`src/hw/rtl/sfg_pkg.sv`:
```
`timescale 1ns / 1ps
// ----------------------------------------------------------------------------
// sfg_pkg
// Shared constants, types and codes of the spring force generator.
// ----------------------------------------------------------------------------
package sfg_pkg;

    // Fixed-point format of positions, lengths and forces.
    localparam int FRAC_BITS  = 16;
    localparam int UNIT_BITS  = 30;
    localparam int SHIFT      = FRAC_BITS + UNIT_BITS;

    // Data path widths.
    localparam int DW         = 32;
    localparam int MAGW       = DW + 1;
    localparam int SUMW       = 2 * DW + 2;
    localparam int LENW       = SUMW / 2 + 1;
    localparam int REMW       = LENW + 3;
    localparam int KPW        = DW + LENW;
    localparam int QW         = UNIT_BITS + 1;
    localparam int PRODW      = KPW + QW;
    localparam int RESW       = PRODW - SHIFT;

    // Pipeline depths.
    localparam int SQ_STEPS   = LENW;
    localparam int DIV_STEPS  = QW;

    // Queue between front and back.
    localparam int FIFO_DEPTH = 4;
    localparam int FIFO_AW    = $clog2(FIFO_DEPTH);

    // Packed stream widths.
    localparam int IN_TDW     = 6 * DW;
    localparam int OUT_TDW    = ((3 * DW + 2 + 7) / 8) * 8;

    // Configuration register indexes.
    localparam int CFG_IW     = 2;
    typedef enum logic [CFG_IW-1:0] {
        REG_SPRING_CONSTANT = 2'd0,
        REG_REST_LENGTH     = 2'd1,
        REG_VARIANT         = 2'd2
    } t_reg_idx;

    // Spring variants; the spare code behaves as the plain spring.
    typedef enum logic [1:0] {
        VAR_PLAIN  = 2'd0,
        VAR_ANCHOR = 2'd1,
        VAR_BUNGEE = 2'd2,
        VAR_SPARE  = 2'd3
    } t_variant;

    typedef struct packed {
        logic [DW-1:0] spring_constant;
        logic [DW-1:0] rest_length;
        t_variant      variant;
    } t_cfg;

    // Offset vector in sign and magnitude form.
    typedef struct packed {
        logic [2:0]           dneg;
        logic [2:0][MAGW-1:0] mag;
    } t_vec;

    // Item handed from front to back.
    typedef struct packed {
        t_vec            vec;
        logic [SUMW-1:0] sum;
    } t_front_item;

    // Control carried alongside the division.
    typedef struct packed {
        logic [2:0]     neg;
        logic           slack;
        logic           zero;
        logic [KPW-1:0] kp;
    } t_ctl;

endpackage

```
`src/hw/rtl/sfg_queue.sv`:
```
`timescale 1ns / 1ps
// ----------------------------------------------------------------------------
// sfg_queue
// Short queue that decouples the front from the back.
// ----------------------------------------------------------------------------
module sfg_queue import sfg_pkg::*; (
    input  logic        i_clk,
    input  logic        i_rst_n,
    input  logic        i_push,
    input  t_front_item i_item,
    input  logic        i_pop,
    output t_front_item o_item,
    output logic        o_full,
    output logic        o_empty
);

    t_front_item          r_mem [FIFO_DEPTH];
    logic [FIFO_AW-1:0]   r_wr, r_rd;
    logic [FIFO_AW:0]     r_cnt;
    logic                 w_push, w_pop;

    assign o_full  = (r_cnt == (FIFO_AW+1)'(FIFO_DEPTH));
    assign o_empty = (r_cnt == '0);
    assign w_push  = i_push && !o_full;
    assign w_pop   = i_pop && !o_empty;
    assign o_item  = r_mem[r_rd];

    // Pointers and fill count.
    always_ff @(posedge i_clk) begin
        if (!i_rst_n) begin
            r_wr  <= '0;
            r_rd  <= '0;
            r_cnt <= '0;
        end else begin
            if (w_push) r_wr <= r_wr + 1'b1;
            if (w_pop)  r_rd <= r_rd + 1'b1;
            r_cnt <= r_cnt + (FIFO_AW+1)'(w_push) - (FIFO_AW+1)'(w_pop);
        end
    end

    always_ff @(posedge i_clk) begin
        if (w_push) r_mem[r_wr] <= i_item;
    end

endmodule

```
`config.mk`:
```
export PLATFORM = sky130hd
export DESIGN_NAME = sfg_queue
export DESIGN_NICKNAME = d
export VERILOG_FILES = /design/src/hw/rtl/sfg_pkg.sv /design/src/hw/rtl/sfg_queue.sv
export SDC_FILE = /design/constraint.sdc
export NUM_CORES = 1
export LEC_CHECK = 0
export ABC_AREA = 1
export ABC_CLOCK_PERIOD_IN_PS = 13310
export BUFFER_PORTS_ARGS = -buffer_cell sky130_fd_sc_hd__buf_4
export CORE_ASPECT_RATIO = 0.8
export CORE_MARGIN = 10
export CORE_UTILIZATION = 45
export CTS_CLUSTER_DIAMETER = 50
export DETAILED_ROUTE_END_ITERATION = 6
export HOLD_SLACK_MARGIN = 0.1
export PLACE_DENSITY = 0.68
export SLEW_MARGIN = 20
export SYNTH_ARGS = -nofsm -noshare
export SYNTH_HDL_FRONTEND = slang
export SYNTH_SLANG_ARGS = --single-unit
```
`constraint.sdc`:
```
create_clock -name i_clk -period 13.31 [get_ports i_clk]
set_input_delay 3.993 -clock i_clk [delete_from_list [all_inputs] [get_ports i_clk]]
set_output_delay 3.993 -clock i_clk [all_outputs]
set_load 0.05 [all_outputs]
```
# Word level (Yosys, flattened, before mapping)
# Memory sizes are Yosys's and may differ from the RTL's. A register that Yosys moved wholly into a read port is not among the register bits.
# Index checks and enable logic that the tools add are counted.
[word_totals] ff_bits=7 ramBits=672 inputBits=172 out_inout_bits=170 word_cells=18 n_memories=1
[mem_list] name="r_mem" words=4 width=168 read_ports=1 rd_clocked_by_memory_dff=1 wr=1 line="sfg_queue.sv:17" rtl="t_front_item r_mem [FIFO_DEPTH];"
[classes] addsub=4 eq_ne=1 mux=4 n_reduce_logical=5
[ops] operator="adder 2 x 1 -> 2 bit, second input constant" n=2
[ops] operator="two-way mux 2 bit" n=2
[ops] operator="adder 3 x 1 -> 3 bit" n=1
[ops] operator="equality test 3 bit, second input constant" n=1
[ops] operator="logical NOT 3 bit" n=1
[ops] operator="subtractor 3 x 1 -> 3 bit" n=1
[ops] operator="logical AND 1 bit" n=2
[ops] operator="logical NOT 1 bit" n=2
[ops] operator="two-way mux 1 bit" n=2

# Longest topological paths before layout
[logic_depth] ltp_word=5 ltp_mapped=11 ltp_nobuf=11

# Worst setup path before layout
# Ideal clock, no wire load.
[synth_timing] path_type="input port to flip-flop" from="input port i_push" to="memory r_mem[0][0] in the netlist's numbering (enable)" setup_ps=699 arrival_ps=11081 t_required_ps=12611 path_slack_ps=1531 path_stages=2 path_buffers=0 path_cell_list="nand2_1 -> nor2_1"
[synth_between] elab_chain_cells=3
[synth_rtl] element="start: declaration" line="sfg_queue.sv:9" rtl="input logic i_push,"
[synth_rtl] element="logical AND 1 bit" line="sfg_queue.sv:24" rtl="assign w_push = i_push && !o_full;"
[synth_rtl] element="two-way mux 1 bit" line="sfg_queue.sv:42" rtl="if (w_push) r_mem[r_wr] <= i_item;"
[synth_rtl] element="two-way mux 1 bit (not written as such)" line="sfg_queue.sv:42"
[synth_rtl] element="end: declaration" line="sfg_queue.sv:17"
# No other way between the ends.

==> impl_results.md <==
- Hold EP: r_rd[0]
- Post-synthesis instance total: around 1,700
- Crit Path Max Fanout: 95
- Post-Syn Area: ~0.025 mm^2
- Mux cell area share after synthesis: 0%
- Simple-Gate Fraction of Synth Area: ~5.5%
- Final count of pins violating max slew: 0
- Fin nets: roughly 2,200
- Initial core utilization: 45.51%
- Area Overhead vs Synth: 21.19%
- Post_cts resized: 0
- Setup repair bufs after CTS: 0
- Clock Skew: between 0.015 and 0.02 ns
- Final hold viol count: 0
- # setup viols final: 0
- Finished Layout Cells: ~2,800
- Placement Cell Area: ~0.028 mm^2
- I/O pin count: roughly 340
- Final ANT Viol Nets: 0
- Buf/Inv on CP: 3
- Max incr delay on CP: about 0.81 ns
- Core Util, Final: ~55%
- IO buf count: approximately 340
- Worst setup EP type: output pin
- Global Route met2 Usage: between 20 and 30%
- Die ar.: approximately 0.066 mm^2
- Syn. warnings: 0
- R2r setup slk: roughly 10 ns
- GRT busiest layer: met2
- Total negative setup slack: 0 ns
- H-tree depth: 3
- Vias in the first global route: about 15,000
- Reg2reg start: r_cnt[1]
- Min-delay src: r_rd[0]
- Clock buffer depth: 3
- RSZ-0062 raised after global routing: no
- PwrDens: around 220 mW/mm^2
- M3 GR Usage: 5.330%
- Gr usage total: between 10% and 20%
- Tcrit/Tclk final: ~57%
- Largest net degree at the start of global routing: about 130
- Crit-path slowest cell: buf_4
- Crit Path Category: reg2out
- RR Endpoint: r_mem[0][116]
- Cell Chain, Critical Path: inv_4 > buf_4 > o21ai_0 > o22ai_1 > buf_4
- Ratio of cells with drive above 1 in the final layout: approximately 22%
- Grt total ovfl: 0
- Worst skew pair latency: 0.59 ns
- DR vias: 15,130
- Worst EP arrival: 3.59 ns
- Avg Vias per Cell: ~5.4
- Worst hold margin: slightly above 0.5 ns
- Combinational family with the most area after synthesis: compound AO/OA/AOI/OAI gates
- CTS Buf Count: between 60 and 70
- # fillers: ~4,400
- Status: finished, final reports clean
- Die height: roughly 230 um
- Critical Path RT: around 9.3 ns
- DR iter-0 viols: between 1,000 and 1,500
- Final Wtd Congestion: between 0.7 and 0.8
- Slew @ Worst Pin: around 1.1 ns
- Rows: 77
- First-pass GRT wire length: a little under 90,000 um
- Worst Hold Class: reg2reg
- DR pass1 iterations: 5
- Placeable Area: around 0.055 mm^2
- Peak supply drop: 0.1586 mV
- Wirelength per Cell: 21.03 um
- Cell area after layout: between 0.03 and 0.04 mm^2
- Root buf cell: clkbuf_16
- Post-Synth Adder-Cell Area: less than 1%
- DRC Markers: 0
- Average size of a mapped cell: approximately 15 um^2
- Clock sink count: 681
- GR Util met1: between 20% and 30%
- Final HPWL DP: between 30,000 and 40,000 um
- Syn nets: 1,871
- Worst Hold Path Cells: 2
- R2r worst-path depth: 6
- Die extent in x: ~280 um
- Post-synthesis sequential area ratio: around 81%
- Fmax: approximately 130 MHz
- Compound-Gate Fraction of Synth Area: 10.94%
- Synth unique cells: 18
- Xor/xnor share of the synthesized area: 0%
- Initial antenna violation count: 6
- Fin crit period: 7.586 ns
- CTS clk-pin slew, worst paths: ~0.06 ns
- Relative slew slack: between 20 and 25%
- Synth Register Bits: just under 700
- Crit path max-delay family: buffers and inverters
- Placed cell count: 2,693
- Cell mode on critical path: buf_4
- CTS tree: built
- Crit start category: register
- Max cap viols: 0
- P_leak: 10.60 nW
- Hold-fix buffers at CTS: 0
- Final WL: between 50,000 and 60,000 um
-- sequential cells by signal (all words and copies together), names as in the netlist, named ones only --
name and count:
r_mem 672, r_cnt 3, r_rd 2, r_wr 2
-- kinds of logic after synthesis --
kind of cell / count (synthesis)
adder cells (fa/ha/maj): 7
flip-flops: 681
AND/OR/NAND/NOR: 366
buffers and inverters: 129
AO/OA/AOI/OAI: 509
-- synth_stat cells --
library cell | number | area [um^2]
buf_2 | 22 | 110.1
clkbuf_1 | 71 | 266.5
edfxtp_1 | 672 | 20180
o22ai_1 | 168 | 1051
inv_2 | 1 | 3.750
inv_1 | 18 | 67.56
fa_1 | 1 | 20.02
o21ai_0 | 330 | 1652
nor2_1 | 348 | 1306
buf_4 | 2 | 15.01
nand2_1 | 14 | 52.55
dfxtp_1 | 9 | 180.2
nand3_1 | 4 | 20.02
clkbuf_2 | 2 | 10.01
buf_6 | 13 | 146.4
o21ai_1 | 6 | 30.03
a21oi_1 | 5 | 25.02
ha_1 | 6 | 75.07
-- report_power, final --
part / internal, W / switching, W / total [W]
registers: 0.00261 / 0.0000657 / 0.00268
clock network: 0.00108 / 0.000779 / 0.00186
logic: 0.000518 / 0.00158 / 0.00210
-- layout by cell type, fill, tap and decap left out, drive strengths merged --
cell,synthesis,routed
nor2,348,348
edfxtp,672,672
inv,19,24
clkinvlp,0,2
nand2,14,14
buf,37,361
o22ai,168,168
nand3,4,4
o21ai,336,336
ha,6,6
fa,1,1
clkinv,0,28
dfxtp,9,9
a21oi,5,5
diode,0,5
clkbuf,73,83
bufinv,0,5
-- layout make-up --
cell class | count | area [um^2] | share of cell area [%]
antenna | 5 | 12.51 | 0.04095
sequential | 681 | 20370 | 66.66
multi-input combinational | 882 | 4262 | 13.95
tap | 750 | 938.4 | 3.071
inverter | 19 | 81.33 | 0.2662
timing repair buffer | 361 | 2714 | 8.882
clock buffer | 83 | 1822 | 5.963
clock inverter | 40 | 356.6 | 1.167
-- worst max path at each step --
stage             start     endpoint  slack (ns)  depth (start not counted)
2_1_floorplan    i_push  r_mem[0][0]        1.53                          2
4_1_cts        register  o_item[164]        5.68                          5
5_1_grt        register  o_item[164]        5.51                          5
6_report       register  o_item[162]        5.72                          5
3_3_place_gp   register  o_item[150]        6.41                          5
3_5_place_dp   register  o_item[164]        6.33                          5
-- layer usage --
layer	vias up	wire, um
met5	-	20
met4	2	1362
met3	83	4696
met2	452	28860
met1	7539	24390
li1	7053	-
-- per-stage QoR --
step	total power, W	worst slack (ns)
detailed placement	0.004848	6.326
finish	0.006635	5.724
floorplan	0.004201	1.531
global route	0.006917	5.514
global placement	0.004817	6.414
CTS	0.006711	5.681
-- tightest hold or removal path, cell delays in order (launching register included) --
cell	delay, ns
dfxtp_1	0.34
a21oi_1	0.06
nor2_1	0.08
Power figures use the tool's default switching activity.
